File: src/design/p2g_pkg.sv
// Package for the pixel-to-ground grid interpolator.
// Holds grid sizes, field widths, request/result types, command/status structs
// and the saturation helper. Depends on nothing.
`default_nettype none

package p2g_pkg;

  // Grid geometry
  localparam int GRID_ROWS = 16;
  localparam int GRID_COLS = 16;
  localparam int ROW_W     = $clog2(GRID_ROWS);
  localparam int COL_W     = $clog2(GRID_COLS);
  localparam int GRID_AW   = ROW_W + COL_W;
  localparam int SRCH_W    = (ROW_W > COL_W) ? ROW_W : COL_W;

  // Field widths
  localparam int PIX_W = 12;
  localparam int Q_W   = 32;
  localparam int FRAC  = 16;

  // Divider: 48-bit dividend magnitude, 33-bit divisor magnitude
  localparam int NUM_W      = 48;
  localparam int DEN_W      = 33;
  localparam int DCNT_W     = $clog2(NUM_W + 1);
  localparam int SHORT_BITS = 16;
  localparam int FRAC_W     = 17;

  // Configuration register indexes
  localparam int CFG_IDX_W = 1;
  localparam logic [CFG_IDX_W-1:0] REG_CENTER_X = 1'b0;
  localparam logic [CFG_IDX_W-1:0] REG_CENTER_Y = 1'b1;

  typedef enum logic [1:0] {
    OP_LOAD_PT = 2'd0,
    OP_LOAD_HL = 2'd1,
    OP_LOAD_VL = 2'd2,
    OP_CONVERT = 2'd3
  } op_t;

  typedef enum logic [1:0] {
    DIV_RIGHT = 2'd0,
    DIV_LEFT  = 2'd1,
    DIV_FX    = 2'd2,
    DIV_FY    = 2'd3
  } div_sel_t;

  typedef enum logic [4:0] {
    ST_IDLE,
    ST_ROW_RD,
    ST_ROW_CMP,
    ST_COL_RD,
    ST_COL_CMP,
    ST_LN0,
    ST_LN1,
    ST_LN2,
    ST_CHK,
    ST_MUL_UP,
    ST_UP,
    ST_MUL_DN,
    ST_DN,
    ST_DIV_GO,
    ST_DIV_WAIT,
    ST_SUM_CHK,
    ST_RES_OK,
    ST_RES_FAIL
  } state_t;

  typedef struct packed {
    op_t                operation;
    logic [3:0]         row;
    logic [3:0]         col;
    logic [PIX_W-1:0]   pixel_x;
    logic [PIX_W-1:0]   pixel_y;
    logic signed [Q_W-1:0] line_slope;
    logic signed [Q_W-1:0] line_intercept;
  } req_t;

  typedef struct packed {
    logic signed [Q_W-1:0] ground_x;
    logic signed [Q_W-1:0] ground_y;
    logic                  valid_res;
  } res_t;

  // Controller to datapath
  typedef struct packed {
    logic               acc;
    logic [GRID_AW-1:0] grid_addr;
    logic [ROW_W-1:0]   hl_addr;
    logic [COL_W-1:0]   vl_addr;
    logic               cap_ln0;
    logic               cap_ln1;
    logic               mul_en;
    logic               mul_sel;
    logic               up_en;
    logic               dn_en;
    logic               div_start;
    logic               div_cap;
    div_sel_t           div_sel;
    logic               res_wr;
    logic               res_ok;
    logic [ROW_W-1:0]   iy;
    logic [COL_W-1:0]   ix;
  } cmd_t;

  // Datapath to controller
  typedef struct packed {
    logic gy_gt;
    logic gx_gt;
    logic slope_zero;
    logic sum_zero;
    logic div_busy;
    logic res_free;
  } sts_t;

  // Clamp to the signed 32-bit range
  function automatic logic signed [Q_W-1:0] sat32(input logic signed [63:0] v);
    logic signed [Q_W-1:0] r;
    if (v > 64'sd2147483647) begin
      r = 32'sh7fffffff;
    end else if (v < -64'sd2147483648) begin
      r = 32'sh80000000;
    end else begin
      r = v[Q_W-1:0];
    end
    return r;
  endfunction

endpackage

`default_nettype wire

File: src/design/p2g_ctrl.sv
// Controller: sequences the row and column search, line reads, crossings,
// divisions and result write. Depends on p2g_pkg.
`default_nettype none

module p2g_ctrl (
  input  wire logic          clk,
  input  wire logic          rst,
  input  wire logic          in_valid,
  input  wire p2g_pkg::op_t  in_op,
  output logic               in_ready,
  input  wire p2g_pkg::sts_t sts,
  output p2g_pkg::cmd_t      cmd
);
  import p2g_pkg::*;

  state_t            state, state_next;
  logic [SRCH_W-1:0] cnt, cnt_next;
  logic [ROW_W-1:0]  iy, iy_next;
  logic [COL_W-1:0]  ix, ix_next;
  div_sel_t          sel, sel_next;

  // State register
  always_ff @(posedge clk) begin
    if (rst) begin
      state <= ST_IDLE;
      cnt   <= '0;
      iy    <= '0;
      ix    <= '0;
      sel   <= DIV_RIGHT;
    end else begin
      state <= state_next;
      cnt   <= cnt_next;
      iy    <= iy_next;
      ix    <= ix_next;
      sel   <= sel_next;
    end
  end

  // Next state and commands
  always_comb begin
    state_next = state;
    cnt_next   = cnt;
    iy_next    = iy;
    ix_next    = ix;
    sel_next   = sel;
    cmd        = '0;
    cmd.iy     = iy;
    cmd.ix     = ix;
    cmd.div_sel = sel;
    in_ready   = (state == ST_IDLE);
    cmd.acc    = in_valid && in_ready;
    cmd.hl_addr = (state == ST_LN0) ? iy - 1'b1 : iy;
    cmd.vl_addr = (state == ST_LN0) ? ix - 1'b1 : ix;
    if (state == ST_ROW_RD || state == ST_ROW_CMP) begin
      cmd.grid_addr = {cnt[ROW_W-1:0], {COL_W{1'b0}}};
    end else begin
      cmd.grid_addr = {iy, cnt[COL_W-1:0]};
    end

    unique case (state)
      ST_IDLE: begin
        if (cmd.acc && in_op == OP_CONVERT) begin
          cnt_next   = '0;
          state_next = ST_ROW_RD;
        end
      end
      ST_ROW_RD: state_next = ST_ROW_CMP;
      ST_ROW_CMP: begin
        if (sts.gy_gt) begin
          if (cnt == '0) begin
            state_next = ST_RES_FAIL;
          end else begin
            iy_next    = cnt[ROW_W-1:0];
            cnt_next   = '0;
            state_next = ST_COL_RD;
          end
        end else if (cnt == SRCH_W'(GRID_ROWS - 1)) begin
          state_next = ST_RES_FAIL;
        end else begin
          cnt_next   = cnt + 1'b1;
          state_next = ST_ROW_RD;
        end
      end
      ST_COL_RD: state_next = ST_COL_CMP;
      ST_COL_CMP: begin
        if (sts.gx_gt) begin
          if (cnt == '0) begin
            state_next = ST_RES_FAIL;
          end else begin
            ix_next    = cnt[COL_W-1:0];
            state_next = ST_LN0;
          end
        end else if (cnt == SRCH_W'(GRID_COLS - 1)) begin
          state_next = ST_RES_FAIL;
        end else begin
          cnt_next   = cnt + 1'b1;
          state_next = ST_COL_RD;
        end
      end
      ST_LN0: state_next = ST_LN1;
      ST_LN1: begin
        cmd.cap_ln0 = 1'b1;
        state_next  = ST_LN2;
      end
      ST_LN2: begin
        cmd.cap_ln1 = 1'b1;
        state_next  = ST_CHK;
      end
      ST_CHK: state_next = sts.slope_zero ? ST_RES_FAIL : ST_MUL_UP;
      ST_MUL_UP: begin
        cmd.mul_en = 1'b1;
        state_next = ST_UP;
      end
      ST_UP: begin
        cmd.up_en  = 1'b1;
        state_next = ST_MUL_DN;
      end
      ST_MUL_DN: begin
        cmd.mul_en  = 1'b1;
        cmd.mul_sel = 1'b1;
        state_next  = ST_DN;
      end
      ST_DN: begin
        cmd.mul_sel = 1'b1;
        cmd.dn_en   = 1'b1;
        sel_next    = DIV_RIGHT;
        state_next  = ST_DIV_GO;
      end
      ST_DIV_GO: begin
        cmd.div_start = 1'b1;
        state_next    = ST_DIV_WAIT;
      end
      ST_DIV_WAIT: begin
        if (!sts.div_busy) begin
          cmd.div_cap = 1'b1;
          unique case (sel)
            DIV_RIGHT: begin
              sel_next   = DIV_LEFT;
              state_next = ST_DIV_GO;
            end
            DIV_LEFT:  state_next = ST_SUM_CHK;
            DIV_FX: begin
              sel_next   = DIV_FY;
              state_next = ST_DIV_GO;
            end
            DIV_FY:    state_next = ST_RES_OK;
            default:   state_next = ST_RES_FAIL;
          endcase
        end
      end
      ST_SUM_CHK: begin
        if (sts.sum_zero) begin
          state_next = ST_RES_FAIL;
        end else begin
          sel_next   = DIV_FX;
          state_next = ST_DIV_GO;
        end
      end
      ST_RES_OK: begin
        if (sts.res_free) begin
          cmd.res_wr = 1'b1;
          cmd.res_ok = 1'b1;
          state_next = ST_IDLE;
        end
      end
      ST_RES_FAIL: begin
        if (sts.res_free) begin
          cmd.res_wr = 1'b1;
          state_next = ST_IDLE;
        end
      end
      default: state_next = ST_IDLE;
    endcase
  end

endmodule

`default_nettype wire

File: config.mk
export PLATFORM = sky130hd
export DESIGN_NAME = p2g_ctrl
export DESIGN_NICKNAME = d
export VERILOG_FILES = /design/src/design/p2g_pkg.sv /design/src/design/p2g_ctrl.sv
export SDC_FILE = /design/constraint.sdc
export NUM_CORES = 1
export LEC_CHECK = 0
export BUFFER_PORTS_ARGS = -buffer_cell sky130_fd_sc_hd__buf_2
export CAP_MARGIN = 0
export CORE_UTILIZATION = 55
export CTS_CLUSTER_SIZE = 30
export DETAILED_ROUTE_END_ITERATION = 8
export PLACE_DENSITY = 0.85
export SYNTH_ARGS = -nofsm -noshare
export SYNTH_HDL_FRONTEND = slang
export SYNTH_SLANG_ARGS = --single-unit
File: constraint.sdc
create_clock -name clk -period 3.8 [get_ports clk]
set_input_delay 0.38 -clock clk [delete_from_list [all_inputs] [get_ports clk]]
set_output_delay 0.38 -clock clk [all_outputs]
set_load 0.05 [all_outputs]
==> flow_summary.json, run 1 <==
{
  "clockBufferDepth": 2,
  "cp-end-kind": "primary output",
  "io_pins": 49,
  "drt-total-wl_um": 3744,
  "grt_pass1_vias": 1383,
  "relSlewSlack": 0.5429,
  "worstPathArrival_ns": 2.44,
  "vias": 1631,
  "first_pass_iters": 5,
  "worst_hold_path_type": "in2reg",
  "ys_async_sr_fraction": 0,
  "syn_inst": 209,
  "cts_tree": "done",
  "synth_nets": 224,
  "hold_viol_final": 0,
  "netlist_area_um2": 1563,
  "path_clk_slew_ns": 0.12,
  "hold_buffers": 0,
  "syn_to_final_growth_pct": 13.93,
  "die_x_um": 55.31,
  "routabilityCongestion": 0.9144,
  "die_y_um": 55.31,
  "status": "completed",
  "fin_skew_ns": 0.001595,
  "fin_nets": 262,
  "drt_iter0_drc": 110,
  "crit_slowest_cell": "dfxtp_1",
  "power.leakage_nw": 0.7773,
  "clock_sinks": 19,
  "start_util": 0.6034,
  "critPathMaxFanout": 18,
  "htree_levels": 1,
  "drv_slew": 0,
  "num_rows": 18,
  "antenna_found_initial": 0,
  "max_freq_ghz": 0.3541,
  "crit_required_ns": 3.42,
  "wl_per_cell_um": 13.57,
  "worstSetupPathType": "reg2out",
  "crit_path_max_incr_delay_ns": 0.69,
  "vias_per_cell": 5.909,
  "grt_first_pass_wirelength_um": 6486,
  "finalSetupViolCount": 0,
  "regArea_um2": 380.4,
  "max-cap-violations": 0,
  "overflow": 0,
  "hpwl_um": 2749,
  "grt_usage": 0.2552,
  "ctsRootBufferMaster": "clkbuf_4",
  "insertion_delay_ns": 0.30,
  "drc": 0,
  "synth_warnings": 0,
  "die_area_um2": 3059,
  "syn_area_per_cell_um2": 7.477,
  "period_share": 0.7431,
  "num_antenna_cells": 0,
  "multiInputGateArea_um2": 1069,
  "ys_types": 48,
  "tns_ns": 0,
  "grt_setup_unrepaired": "no",
  "peakVddDrop_uv": 337.0,
  "synth-main-ff-cell": "dfxtp_1",
  "n_fill_cell": 233,
  "post-route-min-period_ns": 2.824,
  "yosysSeqAreaShare": 0.2434,
  "port_buffers": 48,
  "core-area_um2": 2590,
  "cts_resized": 0,
  "critPathLaunchType": "flip-flop",
  "ys_ff_latch": 19,
  "synth_edf_count": 0,
  "worst_slew_pin_slew_ns": 0.6847,
  "numCtsBuffers": 3,
  "grt_start_max_net_pins": 23,
  "ant_nets": 0,
  "utilization": 0.6874,
  "post-cts-setup-buffers": 0,
  "drive_gt1_frac": 0.2480,
  "powerDensity_nw_per_um2": 249.9,
  "path_cells": "or3b_4 -> or2_1 -> nor4_4 -> xor2_1 -> buf_2"
}
==> power breakdown <==
group          switching, mW  internal, mW  total [mW]
Combinational         0.0744        0.0412       0.116
Clock                 0.0700        0.0393       0.109
Sequential            0.0173         0.203       0.220
==> metal layers <==
metal  vias up  global-route usage  part of all wire
li1        819                   -                 -
met2        71              0.3993              0.46
met4         0             0.06786             0.016
met1       733              0.3797              0.47
met3         8             0.01405             0.059
met5         -                   0                 0
==> placed cells by master, fill, tap and decap left out, types with 2 or more instances in the layout <==
master	count
nor4_4	2
nor4_1	2
mux2_2	2
nor2b_1	8
ha_1	4
a311oi_1	2
nand2b_1	7
a21oi_1	11
xor2_1	2
nand3b_1	2
o22ai_1	2
dfxtp_1	19
xnor2_1	4
a22oi_1	2
clkbuf_4	3
o21ai_0	12
nand2_1	23
nor3_1	9
buf_2	48
nand3_1	11
and3_1	3
a211o_1	2
and2_1	5
a31oi_1	2
a211oi_1	5
o21bai_1	2
inv_1	7
nor2_1	20
nor3b_1	4
mux2i_1	5
==> layout make-up <==
| class | count | share of cell area |
|---|---|---|
| clock inverter | 1 | 0.002811 |
| multi-input combinational | 168 | 0.6001 |
| tap | 30 | 0.02108 |
| clock buffer | 3 | 0.01265 |
| inverter | 7 | 0.01476 |
| timing repair buffer | 48 | 0.1349 |
| sequential | 19 | 0.2136 |
==> synth_stat cells, drive strengths merged (7+ instances only) <==
library cell / n / area [um^2]
a21oi: 11 / 55.05
buf: 7 / 57.54
clkbuf: 8 / 30.03
dfxtp: 19 / 380.4
inv: 7 / 26.28
nand2: 23 / 86.33
nand2b: 7 / 43.79
nand3: 11 / 55.05
nor2: 20 / 75.07
nor2b: 8 / 50.05
nor3: 10 / 55.05
o21ai: 13 / 68.82
==> worst paths after layout <==
| path | start | end | slack [ns] | cells after the start |
|---|---|---|---|---|
| setup / recovery | state[2] | cmd[23] | 0.98 | 5 |
| hold reg to reg | sel[1] | sel[1] | 0.55 | 2 |
| setup reg to reg | state[2] | ix[3] | 1.69 | 5 |
| hold / removal | sts[4] | ix[3] | 0.40 | 3 |
==> cells by family (layout without fill, tap and decap cells) <==
family / count (synthesis) / in the layout / share of synthesized area
muxes: 7 / 7 / 0.04644
buffers and inverters: 22 / 59 / 0.07285
xor gates and xnor gates: 6 / 6 / 0.03363
DFF: 19 / 19 / 0.2434
and+or+nand+nor: 103 / 103 / 0.3627
adders and majority gates: 4 / 4 / 0.03203
AOI/OAI and AO/OA: 48 / 48 / 0.2090
==> sequential cells by signal (all words and copies together), names as in the netlist <==
| register | flops |
|---|---|
| state | 5 |
| sel | 2 |
| cnt | 4 |
| iy | 4 |
| ix | 4 |
==> per-stage QoR <==
step / total power, mW / cells / worst slack, ns / hold WS [ns] / cell area [um^2]
after floorplan: 0.3153 / 209 / 1.125 / 0.4883 / 1563
after global placement: 0.3372 / 272 / 1.417 / 0.5139 / 1753
after detailed placement: 0.3380 / 272 / 1.347 / 0.5326 / 1753
after CTS: 0.4424 / 276 / 1.009 / 0.3985 / 1780
after global routing: 0.4665 / 276 / 0.8228 / 0.4187 / 1780
final: 0.4449 / 276 / 0.9761 / 0.3994 / 1780
==> critical path, delay by kind of cell (launching register included) <==
family                 cells  cell delay, ns
AND/OR/NAND/NOR            3            1.03
buffers and inverters      1            0.27
XOR/XNOR                   1            0.15
flip-flops                 1            0.69
Note: power is estimated with default switching activity, not from simulation.
==> run 2: changes to the inputs <==
--- a/config.mk
+++ b/config.mk
@@ -5,12 +5,13 @@
 export SDC_FILE = /design/constraint.sdc
 export NUM_CORES = 1
 export LEC_CHECK = 0
+export ABC_AREA = 1
 export BUFFER_PORTS_ARGS = -buffer_cell sky130_fd_sc_hd__buf_2
 export CAP_MARGIN = 0
-export CORE_UTILIZATION = 55
+export CORE_UTILIZATION = 46
 export CTS_CLUSTER_SIZE = 30
 export DETAILED_ROUTE_END_ITERATION = 8
-export PLACE_DENSITY = 0.85
+export PLACE_DENSITY = 0.76
 export SYNTH_ARGS = -nofsm -noshare
 export SYNTH_HDL_FRONTEND = slang
 export SYNTH_SLANG_ARGS = --single-unit
==> constraint.sdc (replaced) <==
create_clock -name clk -period 2.4 [get_ports clk]
set_input_delay 0.24 -clock clk [delete_from_list [all_inputs] [get_ports clk]]
set_output_delay 0.24 -clock clk [all_outputs]
set_load 0.05 [all_outputs]
==> flow_summary.json, run 2 <==
{
  "status": "completed",
  "seqPwrFrac": 0.421,
  "crit_path_max_incr_delay_ns": 0.67,
  "worstSetupPathType": "reg2out",
  "period_share": 0.9266,
  "hold_buffers": 0,
  "hpwl_um": 3062,
  "synth_edf_count": 0,
  "drt-total-wl_um": 3803,
  "synth_top_family_by_area": "simple AND/OR/NAND/NOR gates",
  "n_fill_cell": 344,
  "pwr-share-clk": 0.200,
  "path_clk_slew_ns": 0.11,
  "grt_usage": 0.2282,
  "io_pins": 49,
  "first_pass_iters": 4,
  "synth.top_cell.area_share": 0.2472,
  "clock_sinks": 19,
  "fin_nets": 322,
  "power_uw": 843.6,
  "largest_reg_flops": 5,
  "htree_levels": 1,
  "numCtsBuffers": 3,
  "synth_adder_area_share": 0.03252,
  "synth-xor-area-share": 0.03415,
  "ys_ff_latch": 19,
  "synth.area.mux_share": 0,
  "grt_setup_unrepaired": "no",
  "post-cts-setup-buffers": 0,
  "synth_compound_gate_area_share": 0.1374,
  "syn_to_final_growth_pct": 19.51,
  "p_sw_uw": 367.8,
  "die_x_um": 59.84,
  "largest-register": "state",
  "drive_gt1_frac": 0.2386,
  "hold_viol_final": 0,
  "overflow": 0,
  "path_cells": "nor2_4 -> nand2_2 -> nand2_1 -> o21ai_0 -> buf_2",
  "num_antenna_cells": 0,
  "ant_nets": 0,
  "max-cap-violations": 0,
  "syn_inst": 258,
  "yosysSeqAreaShare": 0.2472,
  "swShare": 0.4361,
  "syn_area_per_cell_um2": 5.965,
  "max_freq_ghz": 0.4497,
  "ctsRootBufferMaster": "clkbuf_4",
  "clockBufferDepth": 2,
  "insertion_delay_ns": 0.30,
  "synth_warnings": 0,
  "power.leakage_nw": 0.9887,
  "grt_pass1_vias": 1445,
  "cts_resized": 0,
  "synth-main-ff-cell": "dfxtp_1",
  "grt_start_max_net_pins": 15,
  "cp-end-kind": "primary output",
  "vias": 1737,
  "powerDensity_nw_per_um2": 458.6,
  "regArea_um2": 380.4,
  "synth_common_cells": "nand2_1, inv_1, nor2_1",
  "crit_slowest_cell": "dfxtp_1",
  "critPathLaunchType": "flip-flop",
  "num_rows": 20,
  "finalSetupViolCount": 0,
  "netlist_area_um2": 1539,
  "cts_tree": "done",
  "final_common_cell": "nand2_1",
  "synth_nets": 273,
  "ys_async_sr_fraction": 0,
  "worst_slew_pin_slew_ns": 0.5274,
  "multiInputGateArea_um2": 999.7,
  "critPathTopFamily": "flip-flops",
  "routabilityCongestion": 0.9586,
  "wl_per_cell_um": 10.87,
  "drv_slew": 0,
  "tns_ns": 0,
  "utilization": 0.5927,
  "core-area_um2": 3103,
  "ys_top_cells_by_area": "dfxtp_1, nand2_1, inv_1",
  "worstPathArrival_ns": 1.98,
  "intPower_uw": 475.7,
  "relSlewSlack": 0.6479,
  "crit_required_ns": 2.16,
  "worst_hold_path_type": "in2reg",
  "finalWorstSetupSlack_ns": 0.1762,
  "die_area_um2": 3581,
  "peakVddDrop_uv": 230.4,
  "fin_skew_ns": 0.001256,
  "ys_types": 29,
  "drc": 0,
  "post-route-min-period_ns": 2.224,
  "cp.buffers_inverters": 1,
  "critPathMaxFanout": 12,
  "vias_per_cell": 4.963,
  "yosysTopAreaCell": "dfxtp_1",
  "share_comb_of_total_power": 0.379,
  "antenna_found_initial": 0,
  "synth-simple-area-share": 0.4455,
  "start_util": 0.4960,
  "yosysMostFrequentCell": "nand2_1",
  "mostFrequentLayoutCells": "nand2_1, buf_2, inv_1, nor2_1, nand3_1",
  "drt_iter0_drc": 62,
  "place_ws_ns": 0.5328,
  "grt_first_pass_wirelength_um": 6147,
  "port_buffers": 48,
  "die_y_um": 59.84
}
-- run 2: routing by layer --
layer	vias up	share of wire	track usage
li1	920	-	-
met4	0	0.014	0.06977
met3	5	0.062	0.02814
met1	760	0.46	0.3038
met5	-	0	0
met2	52	0.46	0.3825
-- run 2: final timing paths --
path	start	endpoint	slack (ns)	depth (start not counted)
worst max-delay path	state[4]	cmd[32]	0.18	5
worst min register to register	sel[0]	sel[0]	0.49	2
worst min-delay path	sts[2]	sel[1]	0.24	3
worst max register to register	state[4]	state[2]	0.74	9
-- run 2: cell type report --
class                      count  area share
inverter                      36     0.07483
tap                           44     0.02993
sequential                    19      0.2068
multi-input combinational    199      0.5435
timing repair buffer          48      0.1306
clock buffer                   4     0.01429
-- run 2: worst reg2reg max path, cell delays in order (launching register included) --
cell and delay [ns]:
dfxtp_1 0.67, inv_4 0.11, nand3_1 0.16, nor2_4 0.06, nand2_1 0.19, nand2_1 0.07
nor2_1 0.12, nand2_1 0.06, nand2_1 0.05, a21oi_1 0.06
-- run 2: cell families after synthesis --
group	count (synthesis)
flops	19
buf+inv	40
xor+xnor	6
simple gates	148
fa+ha+maj	4
compound gates	41
-- run 2: stage by stage --
stage,hold WS (ns),cells,instance area (um^2)
final,0.2388,350,1839
after global routing,0.2743,350,1839
after CTS,0.2414,350,1839
after detailed placement,0.4721,346,1813
after global placement,0.4618,346,1813
after floorplan,0.3091,258,1539
-- run 2: power groups by stage --
| stage | clock network [mW] | logic, mW | registers (mW) |
|---|---|---|---|
| floorplan | 0 | 0.265 | 0.350 |
| global placement | 0 | 0.318 | 0.361 |
| detailed placement | 0 | 0.320 | 0.362 |
| CTS | 0.172 | 0.321 | 0.354 |
| global route | 0.186 | 0.356 | 0.359 |
| finish | 0.169 | 0.319 | 0.355 |
==> run 3: changes to the inputs <==
==> constraint.sdc (replaced) <==
create_clock -name clk -period 2.4 [get_ports clk]
set_input_delay 0.48 -clock clk [delete_from_list [all_inputs] [get_ports clk]]
set_output_delay 0.48 -clock clk [all_outputs]
set_load 0.05 [all_outputs]
==> flow_summary.json, run 3 (synthesis gave the netlist of run 2 again) <==
{
  "globalRouteMet2Util": 0.3778,
  "num_antenna_cells": 0,
  "grt_usage": 0.2258,
  "antenna_found_initial": 0,
  "status": "completed",
  "worst_hold_path_type": "reg2reg",
  "insertion_delay_ns": 0.30,
  "period_share": 0.9523,
  "finalWorstSetupSlack_ns": 0.1144,
  "clock_sinks": 19,
  "pwr-share-clk": 0.192,
  "n_fill_cell": 333,
  "overflow": 0,
  "max_freq_ghz": 0.4375,
  "drv_slew": 0,
  "first_pass_iters": 4,
  "finalSetupViolCount": 0,
  "drt-total-wl_um": 3783,
  "fin_nets": 322,
  "grt_start_max_net_pins": 15,
  "share_comb_of_total_power": 0.386,
  "hold_viol_final": 0,
  "num_rows": 20,
  "ant_nets": 0,
  "largest-register": "state",
  "worstSetupPathType": "reg2out",
  "worst_slew_pin_slew_ns": 0.2965,
  "largest_reg_flops": 5,
  "power_uw": 842.4,
  "use_met3": 0.03896,
  "vias_per_cell": 4.900,
  "tns_ns": 0,
  "startpoint": "state[0]",
  "htree_levels": 1,
  "numCtsBuffers": 3,
  "drc": 0,
  "max-cap-violations": 0,
  "routabilityCongestion": 0.9585,
  "ctsRootBufferMaster": "clkbuf_4",
  "fin_area_um2": 1877,
  "die_x_um": 59.84,
  "mostFrequentLayoutCells": "nand2_1, buf_2, inv_1, nor2_1, nand3_1",
  "hold_buffers": 0,
  "place_ws_ns": 0.2999,
  "cts_tree": "done",
  "grt_pass1_vias": 1433,
  "seqPwrFrac": 0.422,
  "critPathMaxFanout": 12,
  "use_met1": 0.3100,
  "crit_required_ns": 1.92,
  "swShare": 0.4302,
  "die_area_um2": 3581,
  "reg2reg_from": "cnt[0]",
  "cp-end-kind": "primary output",
  "port_buffers": 48,
  "intPower_uw": 480.0,
  "core-area_um2": 3103,
  "rrSetupSlack_ns": 0.74,
  "final_common_cell": "nand2_1",
  "fin_skew_ns": 0.005048,
  "wl_per_cell_um": 10.81,
  "worstPathArrival_ns": 1.81,
  "worstHoldStart": "sel[0]",
  "start_util": 0.4960,
  "hpwl_um": 3031,
  "drive_gt1_frac": 0.2614,
  "grt_busiest_layer": "met2",
  "vias": 1715,
  "path_clk_slew_ns": 0.11,
  "clockBufferDepth": 2,
  "p_sw_uw": 362.4,
  "critPathLaunchType": "flip-flop",
  "io_pins": 49,
  "drt_iter0_drc": 65,
  "syn_to_final_growth_pct": 21.95,
  "relSlewSlack": 0.8021,
  "die_y_um": 59.84,
  "peakVddDrop_uv": 335.2,
  "post-cts-setup-buffers": 0,
  "powerDensity_nw_per_um2": 448.8,
  "post-route-min-period_ns": 2.286,
  "grt_first_pass_wirelength_um": 6196,
  "placed_area_um2": 1813,
  "power.leakage_nw": 1.003
}
==> run 3: power by group through the flow <==
stage | Clock (mW) | Combinational, mW | Sequential (mW)
after CTS | 0.168 | 0.322 | 0.354
after floorplan | 0 | 0.265 | 0.350
after global routing | 0.182 | 0.361 | 0.359
after global placement | 0 | 0.318 | 0.361
after detailed placement | 0 | 0.319 | 0.361
final | 0.162 | 0.325 | 0.355
==> run 3: worst paths after layout <==
kind                    to  depth (start not counted)
hold / removal      sel[0]                          2
hold reg to reg     sel[0]                          2
setup / recovery   cmd[32]                          8
setup reg to reg  state[2]                          9
==> run 3: per-stage QoR <==
step	cells	hold WS, ns	util
2_1_floorplan	258	0.4997	-
3_3_place_gp	346	0.4618	0.5843
3_5_place_dp	346	0.4721	0.5843
4_1_cts	350	0.4898	0.5940
5_1_grt	350	0.5244	0.6048
6_report	350	0.4850	0.6048
==> run 3: what timing repair did <==
item | CTS | global route
gates resized for setup | 2 | 11
endpoints found under the hold margin | 0 | 0
endpoints found under the setup margin | 4 | 8
==> run 3: routing by layer <==
layer,part of all wire,vias up
met5,0,-
met4,0.0071,0
met3,0.054,2
met2,0.47,49
met1,0.47,743
li1,-,921
==> run 3: layout make-up <==
cell class	count	area [um^2]	share of cell area
multi-input cells	199	1020	0.5433
flip-flops and latches	19	385.4	0.2053
repair buffers	48	252.7	0.1347
inverters	36	137.6	0.07333
well taps	44	55.05	0.02933
clock buffers	4	26.28	0.01400
==> run 3: worst max-delay path, cell delays in order, from the launching register on <==
cell and delay (ns):
dfxtp_2 0.37, inv_2 0.12, nand2_2 0.08, nor2_4 0.15, nand2_2 0.12, nand2_2 0.20
nand2_1 0.08, o21ai_0 0.11, clkbuf_4 0.28
